$ cat config.mk
export PLATFORM = sky130hd
export DESIGN_NAME = pi_controller_backcalc_antiwindup
export DESIGN_NICKNAME = d
export VERILOG_FILES = /design/src/sv/pic_pkg.sv /design/src/sv/pi_controller_backcalc_antiwindup.sv /design/src/sv/pic_ucode_rom.sv /design/src/sv/pic_sequencer.sv /design/src/sv/pic_datapath.sv
export SDC_FILE = /design/constraint.sdc
export NUM_CORES = 2
export LEC_CHECK = 0
export BUFFER_PORTS_ARGS = -buffer_cell sky130_fd_sc_hd__buf_4
export CAP_MARGIN = 20
export CORE_MARGIN = 2
export CORE_UTILIZATION = 50
export CTS_CLUSTER_DIAMETER = 150
export CTS_CLUSTER_SIZE = 30
export DETAILED_ROUTE_END_ITERATION = 12
export PLACE_DENSITY = 0.75
export SLEW_MARGIN = 10
export SYNTH_ARGS = -nofsm -noshare
export SYNTH_HDL_FRONTEND = slang
export SYNTH_SLANG_ARGS = --single-unit
$ cat constraint.sdc
create_clock -name clock -period 17.8 [get_ports clock]
set_input_delay 1.78 -clock clock [delete_from_list [all_inputs] [get_ports clock]]
set_output_delay 1.78 -clock clock [all_outputs]
set_load 0.02 [all_outputs]
$ cat src/sv/pic_pkg.sv
// shared types, constants and helpers for the pi controller
`timescale 1ns / 1ps

package pic_pkg;

   localparam int SIG_W       = 32;
   localparam int GAIN_W      = 24;
   localparam int PERIOD_W    = 24;
   localparam int PERIOD_FRAC = 24;
   localparam int MUL_A_W     = GAIN_W + 1;
   localparam int MUL_B_W     = SIG_W + 1;
   localparam int PROD_W      = MUL_A_W + MUL_B_W;
   localparam int RND_W       = PROD_W + 1;
   localparam int SUM_W       = RND_W + 2;
   localparam int STEP_W      = 4;
   localparam int CSR_IDX_W   = 3;
   localparam int REQ_DATA_W  = 3 * SIG_W;

   localparam logic [CSR_IDX_W-1:0] REG_KP  = 3'd0;
   localparam logic [CSR_IDX_W-1:0] REG_KI  = 3'd1;
   localparam logic [CSR_IDX_W-1:0] REG_TS  = 3'd2;
   localparam logic [CSR_IDX_W-1:0] REG_KAW = 3'd3;
   localparam logic [CSR_IDX_W-1:0] REG_LO  = 3'd4;
   localparam logic [CSR_IDX_W-1:0] REG_HI  = 3'd5;

   typedef logic [STEP_W-1:0] step_type;

   localparam step_type STEP_PRESET = 4'd14;

   typedef enum logic [3:0] {
      OP_NONE,
      OP_ROUND_G,
      OP_P_SAT,
      OP_KITS,
      OP_ADD_INTEG,
      OP_ADD_FF,
      OP_CLAMP,
      OP_DIFF,
      OP_SUM_LOAD,
      OP_EMIT,
      OP_SUM_ADD,
      OP_INTEG_SAT,
      OP_PRESET
   } op_type;

   typedef enum logic [1:0] {
      MA_KP,
      MA_KI,
      MA_KITS,
      MA_KAW
   } mul_a_type;

   typedef enum logic [1:0] {
      MB_ERR,
      MB_TS,
      MB_DIFF
   } mul_b_type;

   typedef enum logic {
      COND_NONE,
      COND_PRESET
   } cond_type;

   typedef enum logic {
      SEQ_IDLE,
      SEQ_RUN
   } seq_state_type;

   typedef struct packed {
      op_type    op;
      logic      mul_en;
      mul_a_type mul_a;
      mul_b_type mul_b;
      cond_type  cond;
      step_type  target;
      logic      wait_out;
      logic      last;
   } ctrl_word_type;

   typedef struct packed {
      ctrl_word_type cw;
      logic          exec;
      logic          load;
   } dp_ctrl_type;

   typedef struct packed {
      logic is_preset;
      logic out_free;
   } dp_status_type;

   function automatic logic signed [SIG_W-1:0] sat32(input logic signed [SUM_W-1:0] v);
      if (v[SUM_W-1:SIG_W-1] == '0 || v[SUM_W-1:SIG_W-1] == '1) begin
         return v[SIG_W-1:0];
      end else if (v[SUM_W-1]) begin
         return {1'b1, {(SIG_W-1){1'b0}}};
      end else begin
         return {1'b0, {(SIG_W-1){1'b1}}};
      end
   endfunction

endpackage

$ cat src/sv/pi_controller_backcalc_antiwindup.sv
// top level of the microcoded pi controller with back-calculation anti-windup
//
//  channel  direction  handshake             payload
//  req      in         req_tvalid/tready     tuser: command; tdata: error, feedforward, preset
//  rsp      out        rsp_tvalid/tready     tuser: saturated; tdata: drive_value
//  csr      in         csr_valid/csr_ready   csr_index, csr_data
//
//  a step item runs a 14-step microprogram on one shared 25x33 multiplier:
//  req_tready stays low from acceptance until the last step, and a preset jumps from step 0 to step 14;
//  the emit step holds while an earlier result is still waiting on rsp
//  reset (synchronous) clears the integrator, sets the register reset values
//  and empties the result register; csr_ready is always high
`timescale 1ns / 1ps

module pi_controller_backcalc_antiwindup
   import pic_pkg::*;
#(
   parameter int GAIN_FRACTION_BITS = 16
) (
   input  logic                  clock,
   input  logic                  reset,
   input  logic                  req_tvalid,
   output logic                  req_tready,
   input  logic [REQ_DATA_W-1:0] req_tdata,  // error_value, feedforward_value, preset_value
   input  logic [0:0]            req_tuser,  // command
   output logic                  rsp_tvalid,
   input  logic                  rsp_tready,
   output logic [SIG_W-1:0]      rsp_tdata,  // drive_value
   output logic [0:0]            rsp_tuser,  // saturated
   input  logic                  csr_valid,
   output logic                  csr_ready,
   input  logic [CSR_IDX_W-1:0]  csr_index,
   input  logic [SIG_W-1:0]      csr_data
);

   step_type      step;
   ctrl_word_type cw;
   dp_ctrl_type   ctrl;
   dp_status_type status;
   logic          rsp_sat;

   assign csr_ready    = 1'b1;
   assign rsp_tuser[0] = rsp_sat;

   pic_ucode_rom u_rom (
      .step (step),
      .cw   (cw)
   );

   pic_sequencer u_seq (
      .clock     (clock),
      .reset     (reset),
      .req_valid (req_tvalid),
      .status    (status),
      .cw        (cw),
      .step      (step),
      .req_ready (req_tready),
      .ctrl      (ctrl)
   );

   pic_datapath #(
      .GAIN_FRAC_BITS (GAIN_FRACTION_BITS)
   ) u_dp (
      .clock           (clock),
      .reset           (reset),
      .ctrl            (ctrl),
      .status          (status),
      .req_command     (req_tuser[0]),
      .req_error       (req_tdata[SIG_W-1:0]),
      .req_feedforward (req_tdata[2*SIG_W-1:SIG_W]),
      .req_preset      (req_tdata[3*SIG_W-1:2*SIG_W]),
      .csr_valid       (csr_valid),
      .csr_index       (csr_index),
      .csr_data        (csr_data),
      .rsp_valid       (rsp_tvalid),
      .rsp_ready       (rsp_tready),
      .rsp_drive       (rsp_tdata),
      .rsp_sat         (rsp_sat)
   );

endmodule

$ cat src/sv/pic_ucode_rom.sv
// microcode table: one control word per program step
`timescale 1ns / 1ps

module pic_ucode_rom
   import pic_pkg::*;
(
   input  step_type      step,
   output ctrl_word_type cw
);

   always_comb begin
      cw = '0;
      unique case (step)
         4'd0: begin
            cw.mul_en = 1'b1;
            cw.mul_a  = MA_KP;
            cw.mul_b  = MB_ERR;
            cw.cond   = COND_PRESET;
            cw.target = STEP_PRESET;
         end
         4'd1: begin
            cw.op     = OP_ROUND_G;
            cw.mul_en = 1'b1;
            cw.mul_a  = MA_KI;
            cw.mul_b  = MB_TS;
         end
         4'd2: cw.op = OP_P_SAT;
         4'd3: cw.op = OP_KITS;
         4'd4: begin
            cw.op     = OP_ADD_INTEG;
            cw.mul_en = 1'b1;
            cw.mul_a  = MA_KITS;
            cw.mul_b  = MB_ERR;
         end
         4'd5: cw.op = OP_ADD_FF;
         4'd6: cw.op = OP_ROUND_G;
         4'd7: cw.op = OP_CLAMP;
         4'd8: cw.op = OP_DIFF;
         4'd9: begin
            cw.op     = OP_SUM_LOAD;
            cw.mul_en = 1'b1;
            cw.mul_a  = MA_KAW;
            cw.mul_b  = MB_DIFF;
         end
         4'd10: begin
            cw.op       = OP_EMIT;
            cw.wait_out = 1'b1;
         end
         4'd11: cw.op = OP_ROUND_G;
         4'd12: cw.op = OP_SUM_ADD;
         4'd13: begin
            cw.op   = OP_INTEG_SAT;
            cw.last = 1'b1;
         end
         4'd14: begin
            cw.op   = OP_PRESET;
            cw.last = 1'b1;
         end
         default: cw = '0;
      endcase
   end

endmodule

$ cat src/sv/pic_sequencer.sv
// step counter with conditional jump and output-wait stall
`timescale 1ns / 1ps

module pic_sequencer
   import pic_pkg::*;
(
   input  logic          clock,
   input  logic          reset,
   input  logic          req_valid,
   input  dp_status_type status,
   input  ctrl_word_type cw,
   output step_type      step,
   output logic          req_ready,
   output dp_ctrl_type   ctrl
);

   seq_state_type state_ff, state_in;
   step_type      step_ff, step_in;
   logic          stall;

   assign stall = cw.wait_out && !status.out_free;

   always_comb begin
      state_in = state_ff;
      step_in  = step_ff;
      unique case (state_ff)
         SEQ_IDLE: begin
            if (req_valid) begin
               state_in = SEQ_RUN;
               step_in  = '0;
            end
         end
         SEQ_RUN: begin
            if (!stall) begin
               if (cw.last) begin
                  state_in = SEQ_IDLE;
               end
               if (cw.cond == COND_PRESET && status.is_preset) begin
                  step_in = cw.target;
               end else begin
                  step_in = step_ff + 1'b1;
               end
            end
         end
         default: state_in = SEQ_IDLE;
      endcase
   end

   always_comb begin
      step      = step_ff;
      req_ready = (state_ff == SEQ_IDLE);
      ctrl.cw   = cw;
      ctrl.exec = (state_ff == SEQ_RUN) && !stall;
      ctrl.load = (state_ff == SEQ_IDLE) && req_valid;
   end

   always_ff @(posedge clock) begin
      if (reset) begin
         state_ff <= SEQ_IDLE;
         step_ff  <= '0;
      end else begin
         state_ff <= state_in;
         step_ff  <= step_in;
      end
   end

endmodule

$ cat src/sv/pic_datapath.sv
// registers, shared multiplier, rounding, saturation and output register
`timescale 1ns / 1ps

module pic_datapath
   import pic_pkg::*;
#(
   parameter int GAIN_FRAC_BITS = 16
) (
   input  logic                        clock,
   input  logic                        reset,
   input  dp_ctrl_type                 ctrl,
   output dp_status_type               status,
   input  logic                        req_command,
   input  logic signed [SIG_W-1:0]     req_error,
   input  logic signed [SIG_W-1:0]     req_feedforward,
   input  logic signed [SIG_W-1:0]     req_preset,
   input  logic                        csr_valid,
   input  logic [CSR_IDX_W-1:0]        csr_index,
   input  logic [SIG_W-1:0]            csr_data,
   output logic                        rsp_valid,
   input  logic                        rsp_ready,
   output logic [SIG_W-1:0]            rsp_drive,
   output logic                        rsp_sat
);

   localparam logic signed [RND_W-1:0] HALF_G =
      {{(RND_W-1){1'b0}}, 1'b1} << (GAIN_FRAC_BITS - 1);
   localparam logic signed [RND_W-1:0] HALF_T =
      {{(RND_W-1){1'b0}}, 1'b1} << (PERIOD_FRAC - 1);

   logic signed [GAIN_W-1:0]   kp_ff, ki_ff, kaw_ff;
   logic        [PERIOD_W-1:0] ts_ff;
   logic signed [SIG_W-1:0]    lo_ff, hi_ff;

   logic                       cmd_ff;
   logic signed [SIG_W-1:0]    err_ff, ffw_ff, pre_ff;

   logic signed [PROD_W-1:0]   prod_ff;
   logic signed [RND_W-1:0]    rnd_ff;
   logic signed [SIG_W-1:0]    unc_ff, clamp_ff, integ_ff;
   logic                       sat_ff;
   logic signed [MUL_A_W-1:0]  kits_ff;
   logic signed [MUL_B_W-1:0]  diff_ff;
   logic signed [SUM_W-1:0]    sum_ff;

   logic                       out_valid_ff, out_sat_ff;
   logic        [SIG_W-1:0]    out_drive_ff;

   logic signed [MUL_A_W-1:0]  mul_a;
   logic signed [MUL_B_W-1:0]  mul_b;
   logic signed [RND_W-1:0]    prod_ext, rnd_g, rnd_t;
   logic signed [SIG_W-1:0]    clamp_v;
   logic                       sat_v;
   logic                       do_op;

   assign do_op = ctrl.exec;

   // configuration registers
   always_ff @(posedge clock) begin
      if (reset) begin
         kp_ff  <= '0;
         ki_ff  <= '0;
         ts_ff  <= '0;
         kaw_ff <= '0;
         lo_ff  <= {1'b1, {(SIG_W-1){1'b0}}};
         hi_ff  <= {1'b0, {(SIG_W-1){1'b1}}};
      end else if (csr_valid) begin
         unique case (csr_index)
            REG_KP:  kp_ff  <= csr_data[GAIN_W-1:0];
            REG_KI:  ki_ff  <= csr_data[GAIN_W-1:0];
            REG_TS:  ts_ff  <= csr_data[PERIOD_W-1:0];
            REG_KAW: kaw_ff <= csr_data[GAIN_W-1:0];
            REG_LO:  lo_ff  <= csr_data;
            REG_HI:  hi_ff  <= csr_data;
            default: ;
         endcase
      end
   end

   always_comb begin
      unique case (ctrl.cw.mul_a)
         MA_KP:   mul_a = MUL_A_W'(kp_ff);
         MA_KI:   mul_a = MUL_A_W'(ki_ff);
         MA_KITS: mul_a = kits_ff;
         MA_KAW:  mul_a = MUL_A_W'(kaw_ff);
      endcase
   end

   always_comb begin
      unique case (ctrl.cw.mul_b)
         MB_ERR:  mul_b = MUL_B_W'(err_ff);
         MB_TS:   mul_b = MUL_B_W'(ts_ff);
         MB_DIFF: mul_b = diff_ff;
         default: mul_b = '0;
      endcase
   end

   always_comb begin
      prod_ext = RND_W'(prod_ff);
      rnd_g    = (prod_ext + HALF_G) >>> GAIN_FRAC_BITS;
      rnd_t    = (prod_ext + HALF_T) >>> PERIOD_FRAC;
   end

   // limits may cross: the lower one wins
   always_comb begin
      priority if (unc_ff < lo_ff) begin
         clamp_v = lo_ff;
         sat_v   = 1'b1;
      end else if (unc_ff > hi_ff) begin
         clamp_v = hi_ff;
         sat_v   = 1'b1;
      end else begin
         clamp_v = unc_ff;
         sat_v   = 1'b0;
      end
   end

   always_ff @(posedge clock) begin
      if (ctrl.load) begin
         cmd_ff <= req_command;
         err_ff <= req_error;
         ffw_ff <= req_feedforward;
         pre_ff <= req_preset;
      end
      if (do_op && ctrl.cw.mul_en) begin
         prod_ff <= mul_a * mul_b;
      end
      if (do_op) begin
         unique case (ctrl.cw.op)
            OP_ROUND_G:   rnd_ff   <= rnd_g;
            OP_P_SAT:     unc_ff   <= sat32(SUM_W'(rnd_ff));
            OP_KITS:      kits_ff  <= rnd_t[MUL_A_W-1:0];
            OP_ADD_INTEG: unc_ff   <= sat32(SUM_W'(unc_ff) + SUM_W'(integ_ff));
            OP_ADD_FF:    unc_ff   <= sat32(SUM_W'(unc_ff) + SUM_W'(ffw_ff));
            OP_CLAMP: begin
               clamp_ff <= clamp_v;
               sat_ff   <= sat_v;
            end
            OP_DIFF:      diff_ff  <= MUL_B_W'(clamp_ff) - MUL_B_W'(unc_ff);
            OP_SUM_LOAD:  sum_ff   <= SUM_W'(rnd_ff) + SUM_W'(integ_ff);
            OP_SUM_ADD:   sum_ff   <= sum_ff + SUM_W'(rnd_ff);
            OP_EMIT: begin
               out_drive_ff <= clamp_ff;
               out_sat_ff   <= sat_ff;
            end
            default: ;
         endcase
      end
   end

   always_ff @(posedge clock) begin
      if (reset) begin
         integ_ff <= '0;
      end else if (do_op && ctrl.cw.op == OP_INTEG_SAT) begin
         integ_ff <= sat32(sum_ff);
      end else if (do_op && ctrl.cw.op == OP_PRESET) begin
         integ_ff <= pre_ff;
      end
   end

   always_ff @(posedge clock) begin
      if (reset) begin
         out_valid_ff <= 1'b0;
      end else if (do_op && ctrl.cw.op == OP_EMIT) begin
         out_valid_ff <= 1'b1;
      end else if (rsp_ready) begin
         out_valid_ff <= 1'b0;
      end
   end

   always_comb begin
      status.is_preset = cmd_ff;
      status.out_free  = !out_valid_ff || rsp_ready;
      rsp_valid        = out_valid_ff;
      rsp_drive        = out_drive_ff;
      rsp_sat          = out_sat_ff;
   end

endmodule

==> metrics <==
Post-synth top flop=edfxtp_1; Final nets=between 8000 and 9000; Area Overhead vs Synth=6.58%; CTS tree=done; vias in the first global route=51600; Reg clk slew, reported paths=0.13 ns; Cells after DPL=8564; Worst setup SP type=flop; Post-Layout Inst Area=68300 um^2; Pre-antenna DRT Iters=7; post-route ant nets=0; # H-tree levels=1; Max-cap violations=0; Final Hold Viols=0; CP endpoint kind=flop; Least-Margin Pin Slew=1.16 ns; FF-to-FF Start=u_seq.step[1]$_SDFFE_PP0P_; P_int=3.19 mW; minimum clock period=10.35 ns; Post-Route Skew=0.0833 ns; WP data arrival=10.87 ns; fill count=between 10000 and 15000; Avg Inst Size Synth=9.23 um^2; final wirelength=about 200 mm; WP buf/inv=7; Worst R2R Path Depth=30; die height=between 300 and 400 um; Combinational Power Share=between 50% and 60%; Sw Ratio=about 45%; RSZ-0062 raised after global routing=false; Peak supply drop=~0.11 mV; leakage=~31 nW; Hold Path Depth=0; Setup CP Type=reg2reg; asr flop ratio synth=0%; synthesized area=between 60000 and 70000 um^2; die area=roughly 130000 um^2; layout cells sized above 1=6.16%; Fmax=slightly below 100 MHz; worst skew pair latency=just over 0.7 ns; core box area=127000 um^2; Post-synth EDFFs=400; post-CTS setup buffer count=0; fin crit share=58.1%; P_sw=2.59 mW; clock root buffer=clkbuf_16; wire per inst=roughly 23 um; delay-heaviest family, CP=adder cells; Sequential Power Share=31.3%; Slowest-stage cell, CP=a21oi_2; Reg area=16000 um^2; PortBufs=171; first-pass GRT wire length=303 mm; class of the worst hold path=reg2reg; Post-Syn Nets=8347; Cell Pwr Density=84.6 nW/um^2; maximum fanout along the worst path=38; setup tns final=0 ns; CTS max path bufs=3; Layout Utilization=between 50 and 60%; sequential element share of the synthesized area=24.9%; area of the multi-input gates=about 43000 um^2; DRC=0; gr busiest metal=met2; row cnt=between 100 and 150; Tot GR Track Use=a little under a third; met2 GRT Util=46.2%; Vias=51400; synth warn=0; clock buffer count from CTS=28; Worst R2R End=u_dp.prod_ff[57]$_DFFE_PP_; Vias/cell=5.96; Clock Power Share=14.8%; Req. time, crit path=18.32 ns; initial antenna violation count=9; total gr overflow=0; clock sinks=598; #FFs+latches synth=598; status=finished clean; final total power=~5.8 mW; max_slew headroom=22.5%; CP peak stage delay=0.83 ns; Post-Synthesis Cells=6942; most frequent CP cell=fa_1; die width=362 um; endpoints failing setup=0; Min-Delay Endpoint=u_dp.rsp_sat$_DFFE_PP_; Starting Density=50.3%; met3 global-route usage=7.14%; met1 global-route usage=39.9%; Placement Cell Area=approximately 67000 um^2; routability cong.=1.03; non-filler cells, final=8627; post-cts gate resize count=0; Hold Startpoint=u_dp.sat_ff$_SDFFCE_PP1P_; CTS Hold Bufs=0; Top Ports=between 150 and 200; Yosys cell types=100; pin count of the biggest net entering global routing=approximately 110; reg-to-reg slack, setup=7.45 ns; fin. max-slew vios=0; DR iter-0 viols=between 5000 and 6000; dpl hpwl=155 mm
## kinds of logic (layout without fill, tap and decap cells)
family,after synthesis,in the layout,synth area share [%]
and+or+nand+nor,2096,2096,14.2
AOI/OAI and AO/OA,1303,1303,12.9
buffers and inverters,1281,1298,7.61
adders and majority gates,1269,1269,34.7
DFF,598,598,24.9
xor gates and xnor gates,291,291,4.02
muxes,103,103,1.65
other,1,7,0.00585
## how the worst max path moves through the flow
stage / from / endpoint / slack, ns / cells past startpoint
global route: u_seq.step[1]$_SDFFE_PP0P_ / u_dp.prod_ff[57]$_DFFE_PP_ / 6.95 / 30
finish: u_seq.step[1]$_SDFFE_PP0P_ / u_dp.prod_ff[57]$_DFFE_PP_ / 7.45 / 30
CTS: u_seq.step[1]$_SDFFE_PP0P_ / u_dp.prod_ff[57]$_DFFE_PP_ / 7.61 / 30
floorplan: u_seq.step[0]$_SDFFE_PP0P_ / u_dp.prod_ff[52]$_DFFE_PP_ / 9.00 / 31
detailed placement: u_seq.step[0]$_SDFFE_PP0P_ / u_dp.prod_ff[57]$_DFFE_PP_ / 7.70 / 29
global placement: u_seq.step[2]$_SDFFE_PP0P_ / u_dp.prod_ff[52]$_DFFE_PP_ / 7.93 / 26
## synthesized netlist by cell type (18+ instances only)
master | instances | area, um^2
a31oi_1 | 28 | 175
xnor2_1 | 182 | 1590
buf_1 | 19 | 71.3
and2_1 | 36 | 225
ha_1 | 422 | 5280
o21a_1 | 65 | 488
edfxtp_1 | 400 | 12000
a221oi_1 | 21 | 184
nand2b_1 | 47 | 294
a21o_1 | 157 | 1180
xor2_1 | 107 | 937
nor4_1 | 19 | 119
nor2b_1 | 47 | 294
nor2_1 | 657 | 2470
inv_1 | 961 | 3610
o21ai_1 | 18 | 90.1
o21bai_1 | 41 | 308
o211ai_1 | 26 | 195
a21oi_1 | 507 | 2540
nand3_1 | 69 | 345
nor3_1 | 43 | 215
clkbuf_1 | 281 | 1050
dfxtp_1 | 198 | 3960
mux2i_1 | 94 | 941
o21ai_0 | 200 | 1000
nand3b_1 | 38 | 285
a211oi_1 | 53 | 398
and3_1 | 42 | 263
nand3_2 | 19 | 190
a22o_1 | 25 | 219
nand2_1 | 963 | 3610
fa_1 | 846 | 16900
nand4_1 | 67 | 419
## final cells by class
type                    instances  area share (%)
repair buffers                283            3.19
clock inverters                 9           0.311
inverters                     963            5.30
clock buffers                  43            1.11
well taps                    1662            3.05
flip-flops and latches        598            23.4
diodes                          6          0.0220
multi-input cells            5063            63.6
## layer usage
metal | vias to the layer above | part of all wire (%)
met5 | - | 0.020
met3 | 597 | 11
met1 | 25300 | 39
li1 | 22800 | -
met2 | 2753 | 44
met4 | 6 | 6.1
## through the flow
step / setup WS [ns] / hold WS, ns
2_1_floorplan: 9.00 / 0.400
3_3_place_gp: 7.93 / 0.403
3_5_place_dp: 7.70 / 0.426
4_1_cts: 7.61 / 0.454
5_1_grt: 6.95 / 0.462
6_report: 7.45 / 0.448
## placed cells by master (no fill, tap or decap), types with 16 or more instances in the layout
| cell | n |
|---|---|
| nand3_1 | 68 |
| a22o_1 | 25 |
| edfxtp_1 | 400 |
| a21o_1 | 157 |
| ha_1 | 422 |
| nor2b_1 | 46 |
| fa_1 | 846 |
| a21oi_1 | 503 |
| clkbuf_16 | 28 |
| and3_1 | 42 |
| nor3_1 | 41 |
| nand3_2 | 20 |
| a211oi_1 | 53 |
| xnor2_1 | 181 |
| nand2b_1 | 46 |
| mux2i_1 | 93 |
| o21bai_1 | 41 |
| o21ai_0 | 198 |
| o211ai_1 | 26 |
| inv_1 | 960 |
| buf_4 | 275 |
| xor2_1 | 107 |
| a221o_1 | 16 |
| and2_1 | 37 |
| a31oi_1 | 28 |
| dfxtp_1 | 197 |
| nand4_1 | 67 |
| nand2_1 | 963 |
| nand3b_1 | 38 |
| nor2_1 | 647 |
| nor4_1 | 19 |
| o21a_1 | 65 |
## power groups by stage
| stage | registers, mW | clock network [mW] | logic (mW) |
|---|---|---|---|
| 2_1_floorplan | 1.78 | 0 | 2.08 |
| 3_3_place_gp | 1.84 | 0 | 2.96 |
| 3_5_place_dp | 1.84 | 0 | 3.04 |
| 4_1_cts | 1.81 | 0.866 | 3.07 |
| 5_1_grt | 1.82 | 0.907 | 3.41 |
| 6_report | 1.81 | 0.854 | 3.11 |
## flip-flops by register name, indices dropped and copies added, names as in the netlist, 24 cells and up
signal and count:
u_dp.sum_ff 61, u_dp.prod_ff 43, u_dp.rnd_ff 43, u_dp.diff_ff 33, u_dp.clamp_ff 32, u_dp.err_ff 32, u_dp.ffw_ff 32, u_dp.hi_ff 32
u_dp.integ_ff 32, u_dp.lo_ff 32, u_dp.pre_ff 32, u_dp.rsp_drive 32, u_dp.unc_ff 32, u_dp.kits_ff 25, u_dp.kaw_ff 24, u_dp.ki_ff 24
u_dp.kp_ff 24, u_dp.ts_ff 24
Note: power is estimated with default switching activity, not from simulation.
